--- src/rtl/cole_pkg.sv ---
// shared types and constants for the circular ordered list engine
package cole_pkg;

  localparam int unsigned Capacity   = 64;
  localparam int unsigned ValueWidth = 32;
  localparam int unsigned SlotWidth  = $clog2(Capacity);
  localparam int unsigned CountWidth = $clog2(Capacity + 1);

  typedef logic [SlotWidth-1:0]  slot_t;
  typedef logic [CountWidth-1:0] count_t;
  typedef logic [ValueWidth-1:0] value_t;

  typedef enum logic [1:0] {
    CmdAppend = 2'd0,
    CmdInsert = 2'd1,
    CmdRemove = 2'd2,
    CmdCount  = 2'd3
  } cmd_e;

  typedef enum logic [1:0] {
    StDone = 2'd0,
    StNone = 2'd1,
    StFull = 2'd2
  } status_e;

  // node record held in one memory word
  typedef struct packed {
    value_t value;
    slot_t  next;
    slot_t  prev;
  } node_t;

endpackage

--- src/rtl/cole_free_map.sv ---
// free slot bitmap with lowest free slot lookup
module cole_free_map (
  input  logic             clk_i,
  input  logic             rst_ni,
  input  logic             take_i,
  input  logic             release_i,
  input  cole_pkg::slot_t  release_slot_i,
  output cole_pkg::slot_t  free_slot_o
);

  logic [cole_pkg::Capacity-1:0] free_q;
  cole_pkg::slot_t               lowest_q;
  cole_pkg::slot_t               lowest_d;

  // priority search registered; map only changes once per item
  always_comb begin
    lowest_d = '0;
    for (int i = cole_pkg::Capacity - 1; i >= 0; i--) begin
      if (free_q[i]) lowest_d = cole_pkg::SlotWidth'(i);
    end
  end

  always_ff @(posedge clk_i or negedge rst_ni) begin
    if (!rst_ni) begin
      free_q   <= '1;
      lowest_q <= '0;
    end else begin
      if (take_i) free_q[lowest_q] <= 1'b0;
      if (release_i) free_q[release_slot_i] <= 1'b1;
      lowest_q <= lowest_d;
    end
  end

  assign free_slot_o = lowest_q;

endmodule

--- src/rtl/circular_ordered_list_engine_top.sv ---
// top level of the circular ordered list engine
//
//  channel | valid     | ready     | payload
//  in      | in_valid_i| in_ready_o| command_i, item_value_i, target_value_i
//  out     | out_valid_o| out_ready_i| status_o, node_count_o
//
// count and refusals go straight to the result word; append reads the head record
// and links ahead of it; insert and remove walk the list one node record read per
// cycle until a match or a full lap, then link in the new node or unlink the match.
// the walk is set by the single read port of the node memory.
// reset clears the free map, head and count; node memory needs no clearing.
// a finished word waits in the output register; the next item is taken once
// it is gone or while it is being taken.
module circular_ordered_list_engine_top (
  input  logic        clk_i,
  input  logic        rst_ni,
  input  logic        in_valid_i,
  output logic        in_ready_o,
  input  logic [1:0]  command_i,
  input  logic signed [31:0] item_value_i,
  input  logic signed [31:0] target_value_i,
  output logic        out_valid_o,
  input  logic        out_ready_i,
  output logic [1:0]  status_o,
  output logic [6:0]  node_count_o
);

  typedef enum logic [3:0] {
    SIdle, SPrep, SWalk, SLink1, SLink2, SLink3, SFix, SDone
  } state_e;

  state_e                  state_q;
  cole_pkg::cmd_e          cmd_q;
  cole_pkg::value_t        item_q, target_q;
  cole_pkg::slot_t         head_q, cur_q, at_q, new_q;
  cole_pkg::count_t        size_q, walked_q;
  cole_pkg::node_t         at_node_q;
  logic [1:0]              status_q;
  logic                    out_valid_q;

  // node memory, one read and one write port
  cole_pkg::node_t mem_q [cole_pkg::Capacity];
  cole_pkg::node_t rd_data_q;
  cole_pkg::slot_t rd_addr;
  logic            wr_en;
  cole_pkg::slot_t wr_addr;
  cole_pkg::node_t wr_data;

  always_ff @(posedge clk_i) begin
    if (wr_en) mem_q[wr_addr] <= wr_data;
    rd_data_q <= mem_q[rd_addr];
  end

  // free map
  logic            take, rel;
  cole_pkg::slot_t free_slot;

  cole_free_map u_free (
    .clk_i          (clk_i),
    .rst_ni         (rst_ni),
    .take_i         (take),
    .release_i      (rel),
    .release_slot_i (at_q),
    .free_slot_o    (free_slot)
  );

  logic in_fire;
  cole_pkg::value_t key;
  logic full, empty;

  assign in_ready_o  = (state_q == SIdle) && (!out_valid_q || out_ready_i);
  assign in_fire     = in_valid_i && in_ready_o;
  assign out_valid_o = out_valid_q;
  assign status_o    = status_q;
  assign node_count_o = size_q;
  assign full  = (size_q == cole_pkg::CountWidth'(cole_pkg::Capacity));
  assign empty = (size_q == '0);
  assign key   = (cmd_q == cole_pkg::CmdInsert) ? target_q : item_q;

  // read address chosen by the walk and the linking steps
  always_comb begin
    rd_addr = cur_q;
    if (state_q == SPrep) rd_addr = head_q;
    if (state_q == SWalk) rd_addr = rd_data_q.next;
    // predecessor record, used in the forward link step
    if (state_q == SLink1) rd_addr = at_node_q.prev;
    // successor record, used in the backward link step
    if (state_q == SLink2) begin
      rd_addr = (cmd_q == cole_pkg::CmdRemove) ? at_node_q.next : at_q;
    end
  end

  // memory writes per linking step
  always_comb begin
    wr_en   = 1'b0;
    wr_addr = new_q;
    wr_data = at_node_q;
    take    = 1'b0;
    rel     = 1'b0;
    case (state_q)
      SLink1: begin
        // new node record; remove releases the matched slot instead
        wr_en = (cmd_q != cole_pkg::CmdRemove);
        take  = wr_en;
        wr_addr = free_slot;
        if (cmd_q == cole_pkg::CmdAppend && empty) begin
          wr_data = '{value: item_q, next: free_slot, prev: free_slot};
        end else begin
          wr_data = '{value: item_q, next: at_q, prev: at_node_q.prev};
        end
        rel = (cmd_q == cole_pkg::CmdRemove);
      end
      SLink2: begin
        // forward link of the predecessor; memory read gives its record
        wr_en   = !(cmd_q == cole_pkg::CmdAppend && empty)
                  && !(cmd_q == cole_pkg::CmdRemove && size_q == 1);
        wr_addr = at_node_q.prev;
        wr_data = rd_data_q;
        wr_data.next = (cmd_q == cole_pkg::CmdRemove) ? at_node_q.next : new_q;
      end
      SLink3: begin
        // backward link of the successor
        wr_en   = !(cmd_q == cole_pkg::CmdAppend && empty)
                  && !(cmd_q == cole_pkg::CmdRemove && size_q == 1);
        wr_addr = (cmd_q == cole_pkg::CmdRemove) ? at_node_q.next : at_q;
        wr_data = rd_data_q;
        wr_data.prev = (cmd_q == cole_pkg::CmdRemove) ? at_node_q.prev : new_q;
        // the predecessor may be the successor: a remove from two nodes, or an add to one
        if (wr_addr == at_node_q.prev) begin
          wr_data.next = (cmd_q == cole_pkg::CmdRemove) ? at_node_q.next : new_q;
        end
      end
      default: ;
    endcase
  end

  always_ff @(posedge clk_i or negedge rst_ni) begin
    if (!rst_ni) begin
      state_q     <= SIdle;
      out_valid_q <= 1'b0;
      head_q      <= '0;
      size_q      <= '0;
      status_q    <= cole_pkg::StDone;
      cmd_q       <= cole_pkg::CmdCount;
    end else begin
      if (out_valid_q && out_ready_i) out_valid_q <= 1'b0;
      case (state_q)
        SIdle: begin
          if (in_fire) begin
            cmd_q    <= cole_pkg::cmd_e'(command_i);
            item_q   <= cole_pkg::ValueWidth'(item_value_i);
            target_q <= cole_pkg::ValueWidth'(target_value_i);
            status_q <= cole_pkg::StDone;
            state_q  <= SPrep;
          end
        end
        SPrep: begin
          walked_q <= '0;
          cur_q    <= head_q;
          at_q     <= head_q;
          case (cmd_q)
            cole_pkg::CmdAppend: begin
              if (full) begin
                status_q <= cole_pkg::StFull;
                state_q  <= SDone;
              end else begin
                state_q <= SFix;  // read head record
              end
            end
            cole_pkg::CmdInsert: begin
              if (empty) begin
                status_q <= cole_pkg::StNone;
                state_q  <= SDone;
              end else if (full) begin
                status_q <= cole_pkg::StFull;
                state_q  <= SDone;
              end else begin
                state_q <= SWalk;
              end
            end
            cole_pkg::CmdRemove: begin
              if (empty) begin
                status_q <= cole_pkg::StNone;
                state_q  <= SDone;
              end else begin
                state_q <= SWalk;
              end
            end
            default: state_q <= SDone;
          endcase
        end
        SFix: begin
          // append: head record now in rd_data; link ahead of head
          at_q      <= head_q;
          at_node_q <= rd_data_q;
          state_q   <= SLink1;
        end
        SWalk: begin
          // rd_data holds the record at cur_q
          if (rd_data_q.value == key) begin
            at_node_q <= rd_data_q;
            at_q      <= cur_q;
            state_q   <= SLink1;
          end else if (walked_q + 1'b1 == size_q) begin
            status_q <= cole_pkg::StNone;
            state_q  <= SDone;
          end else begin
            walked_q <= walked_q + 1'b1;
            cur_q    <= rd_data_q.next;
          end
        end
        SLink1: begin
          new_q   <= free_slot;
          state_q <= SLink2;
        end
        SLink2: begin
          state_q <= SLink3;
        end
        SLink3: begin
          case (cmd_q)
            cole_pkg::CmdAppend: begin
              if (empty) head_q <= new_q;
              size_q <= size_q + 1'b1;
            end
            cole_pkg::CmdInsert: begin
              if (at_q == head_q) head_q <= new_q;
              size_q <= size_q + 1'b1;
            end
            default: begin
              if (size_q != 1 && at_q == head_q) head_q <= at_node_q.next;
              size_q <= size_q - 1'b1;
            end
          endcase
          state_q <= SDone;
        end
        SDone: begin
          out_valid_q <= 1'b1;
          state_q     <= SIdle;
        end
        default: state_q <= SIdle;
      endcase
    end
  end

endmodule

--- config.mk ---
export PLATFORM = sky130hd
export DESIGN_NAME = circular_ordered_list_engine_top
export DESIGN_NICKNAME = d
export VERILOG_FILES = /design/src/rtl/cole_pkg.sv /design/src/rtl/cole_free_map.sv /design/src/rtl/circular_ordered_list_engine_top.sv
export SDC_FILE = /design/constraint.sdc
export NUM_CORES = 2
export LEC_CHECK = 0
export ABC_AREA = 0
export BUFFER_PORTS_ARGS = -buffer_cell sky130_fd_sc_hd__buf_4
export CORE_MARGIN = 3
export CORE_UTILIZATION = 35
export DETAILED_ROUTE_END_ITERATION = 12
export PLACE_DENSITY = 0.51
export SLEW_MARGIN = 20
export SYNTH_ARGS = -nofsm -noshare
export SYNTH_HDL_FRONTEND = slang
export SYNTH_SLANG_ARGS = --single-unit
export TNS_END_PERCENT = 10
--- constraint.sdc ---
create_clock -name clk_i -period 4.5 [get_ports clk_i]
set_clock_uncertainty 0.2 [all_clocks]
set_input_delay 0.9 -clock clk_i [delete_from_list [all_inputs] [get_ports clk_i]]
set_output_delay 0.9 -clock clk_i [all_outputs]
set_load 0.01 [all_outputs]
==> qor.csv <==
stage,metric,value,unit
cts,cts_tree,done,
floorplan,die_y,594,µm
power_and_ir_drop,p_clk_share,23.6,%
run_status,outcome,"complete, but fails checks",
logic_synthesis,synth-edff-count,2949,
flow_run,maxCapViolations,0,
finish,finalNetCount,8201,
sta,max_clock_freq,0.222,GHz
power_and_ir_drop,ir_worst_vdd,0.729,mV
power_and_ir_drop,seqPwrFrac,33.4,%
detailed_routing,drc,0,
sta,period_needed,4500,ps
cts,cts_root_buf,clkbuf_16,
logic_synthesis,ys.flop_type,edfxtp_1,
finish,stdcell_count,12952,
logic_synthesis,yosysSeqAreaShare,75.7,%
floorplan,row_count,215,
sta,rsz0062_at_grt,false,
logic_synthesis,netlist_area,121000,µm²
cts,clock_path_buffers,4,
logic_synthesis,yosys_warnings,0,
critical_path,crit_type,flip-flop to flip-flop,
placement,gp_congestion,0.844,
cts,cts.sinks,3084,
critical_path,max_stage_delay,580,ps
sta,tightest_slew,1030,ps
detailed_routing,routed_wirelength,400000,µm
detailed_routing,wl_per_cell,30.9,µm
sta,timing.final.crit_share,100,%
sta,setup_viol,1,
logic_synthesis,syn_area_per_cell,15.9,µm²
detailed_routing,dr_total_vias,74802,
power_and_ir_drop,switching_power,0.0457,W
global_routing,overflow,0,
logic_synthesis,async_reset_ff_share,2.95,%
cts,cts.clk_slew.worst_paths,60,ps
logic_synthesis,ys_ff_latch,3084,
sta,holdWs,190,ps
floorplan,fp.dieW,594,µm
power_and_ir_drop,p_int,0.0694,W
global_routing,grt_pass1_wl,560000,µm
critical_path,critPathCaptureType,flip-flop,
critical_path,arrival,5010,ps
detailed_routing,vias_per_cell,5.78,
min_path,hp-class,input port to asynchronous set/reset pin,
sta,fin_ws,-1.20,ps
global_routing,grt_start_max_net_pins,103,
critical_path,crit_path_start_kind,flip-flop,
floorplan,io_pins,81,
power_and_ir_drop,powerDensity,801,nW/µm²
finish,area_growth,18.6,%
logic_synthesis,postSynthCellCount,7613,
logic_synthesis,ys_types,73,
critical_path,worstPathMaxFanout,28,
power_and_ir_drop,p_comb_share,43.0,%
sta,slew_headroom,31.1,%
cts,clk_latency,940,ps
logic_synthesis,yosys.area.top_type,edfxtp_1,
power_and_ir_drop,netSwitchingFraction,39.7,%
sta,setup_tns,-1.20,ps
finish,postLayoutCoreUtil,41.8,%
critical_path,ff2ff_path_depth,13,
logic_synthesis,synth.top_cells.by_area,"edfxtp_1 (73%), mux2i_1 (6.4%), a221oi_1 (5.1%)",
finish,layout-drive-gt1-share,15.9,%
critical_path,path_common_cell,buf_12,
global_routing,grtUsageTotal,22.0,%
detailed_routing,ant_nets,0,
placement,place_inst,12277,
global_routing,grt_pass1_vias,71856,
detailed_routing,drtPass1Iterations,8,
logic_synthesis,synth_top_area_share,73.1,%
critical_path,critPathSlowestCell,dfstp_2,
placement,portBuffers,80,
power_and_ir_drop,leakagePower,47.8,nW
floorplan,dieArea,353000,µm²
placement,hpwlAfterDp,228000,µm
sta,hold_viol,0,
global_routing,antenna_found_initial,10,
floorplan,initial_core_util,35.3,%
detailed_routing,drtIter0Drc,9306,
cts,cts_made_buffers,325,
critical_path,required,5010,ps
logic_synthesis,synth_nets,7693,
floorplan,fp.coreArea,344000,µm²
critical_path,path_cells,inv_1 -> ha_2 -> mux2i_1 -> nand3_1 -> o21a_4 -> buf_12 -> buf_12 -> buf_12 -> mux2i_1 -> a221oi_1 -> o41ai_1 -> buf_4 -> o2111ai_1,
sta,slew_violations,0,
run_status,violations,negative setup slack,
cts,htree_levels,5,
logic make-up (layout without fill, tap and decap cells):
kind of cell	count (synthesis)	count (layout)	share of synthesized area [%]
flip-flops	3084	3084	75.7
AO/OA/AOI/OAI	1917	1917	10.9
AND/OR/NAND/NOR	1156	1156	4.00
multiplexers	772	772	6.39
buffers and inverters	609	1388	2.34
XOR/XNOR	65	65	0.492
adder cells (fa/ha/maj)	10	10	0.103
other	0	3	0
path summary, 6_finish.rpt:
path,from,end,slack [ps]
max in group asynchronous,rst_ni,u_free.free_slot_o[3],2590
min in group clk_i,out_ready_i,out_valid_o,200
hold reg to reg,rd_data_q[30],at_node_q[30],310
setup reg to reg,cmd_q[0],rd_data_q[15],-1
setup / recovery,cmd_q[0],rd_data_q[15],-1
hold / removal,rst_ni,node_count_o[2],190
through the flow:
step	setup slack, ps	instance area (µm²)	power, W
floorplan	-421	121000	0.0664
global placement	-303	132000	0.0874
detailed placement	-141	132000	0.0877
CTS	3.89	144000	0.115
global route	0.734	144000	0.120
finish	-1.20	144000	0.115
worst max-delay path: cells and delay by family (launching register included):
kind / cells / cell delay (ps)
flip-flops: 1 / 580
multiplexers: 2 / 770
buffers and inverters: 5 / 880
AND/OR/NAND/NOR: 1 / 220
adder cells (fa/ha/maj): 1 / 300
AO/OA/AOI/OAI: 4 / 1280
cells in the final DEF, fill, tap and decap left out, types with 8 or more instances in the layout:
| cell type | count |
|---|---|
| clkinv_1 | 50 |
| nor2_1 | 83 |
| a221oi_1 | 702 |
| o211ai_1 | 10 |
| buf_4 | 485 |
| inv_6 | 11 |
| o2111ai_1 | 43 |
| o21ai_0 | 173 |
| nand4_1 | 13 |
| nand2_1 | 805 |
| dfrtp_1 | 25 |
| nand3_1 | 32 |
| o41ai_1 | 122 |
| a222oi_1 | 32 |
| a21oi_1 | 750 |
| clkinvlp_4 | 10 |
| nor2_4 | 69 |
| buf_12 | 179 |
| xnor2_1 | 51 |
| mux2i_1 | 769 |
| edfxtp_1 | 2949 |
| nor2b_1 | 9 |
| clkbuf_8 | 22 |
| clkbuf_1 | 70 |
| dfxtp_1 | 44 |
| clkbuf_16 | 331 |
| clkinv_2 | 54 |
| nor4_1 | 68 |
| nand3b_1 | 13 |
| dlygate4sd3_1 | 67 |
| dfstp_2 | 66 |
| inv_1 | 57 |
| nor3_1 | 11 |
| ha_1 | 8 |
| xor2_1 | 12 |
| o41ai_2 | 13 |
| bufinv_16 | 34 |
cell usage after synthesis, drive strengths merged, types with 3 or more instances:
master   instances
or2              8
a221oi         702
o21bai           4
nand2          808
o31ai            6
o21ai          178
nor2b            9
ha              10
o41ai          135
nor2           154
a22oi            3
or4              3
nor3b            6
xor2            12
o21a             9
o211ai          10
and3             8
clkbuf         321
dfrtp           25
xnor2           51
or3b             3
or3              5
dfxtp           44
nor4            68
a211oi           7
and2             5
buf            229
a221o            3
a31oi            4
nand3           32
dfstp           66
inv             59
a222oi          32
o221ai           7
mux2i          769
nand2b           3
edfxtp        2949
nand4           13
o31a             3
nor3            13
o2111ai         43
nand3b          13
a21oi          757
timing repair:
item,CTS,global route
pin swaps,0,1
hold endpoints to repair,81,0
endpoints found under the setup margin,11,204
buffers inserted,0,7
hold buffers,67,0
gates resized for setup,11,2
cloned,0,0
power by group through the flow:
| stage | Sequential, W | Clock [W] | Combinational, W |
|---|---|---|---|
| CTS | 0.0384 | 0.0276 | 0.0491 |
| global placement | 0.0390 | 0 | 0.0484 |
| detailed placement | 0.0390 | 0 | 0.0487 |
| finish | 0.0385 | 0.0272 | 0.0495 |
| floorplan | 0.0383 | 0 | 0.0281 |
| global route | 0.0385 | 0.0288 | 0.0525 |
cell type report:
class,count,area (µm²)
well taps,4557,5700
diodes,3,7.51
repair buffers,731,7900
multi-input cells,3920,27300
flip-flops and latches,3084,91800
clock inverters,174,1890
inverters,59,224
clock buffers,424,8850
fillers,30682,200000
sequential cells by signal, indices dropped and copies added, names as in the netlist, 3 cells and up:
signal / count
walked_q: 7
at_q: 6
target_q: 32
state_q: 3
at_node_q: 44
cur_q: 6
node_count_o: 7
rd_data_q: 44
mem_q: 2816
u_free.free_q: 64
head_q: 6
item_q: 32
new_q: 6
u_free.free_slot_o: 6
routing by layer:
metal / vias up / track usage [%] / wire length, µm
met3: 575 / 3.95 / 33100
met2: 3515 / 34.1 / 182000
li1: 31600 / - / -
met1: 39110 / 31.6 / 174000
met5: - / 0 / 13
met4: 2 / 6.04 / 11800
(Power assumes the default switching activity.)
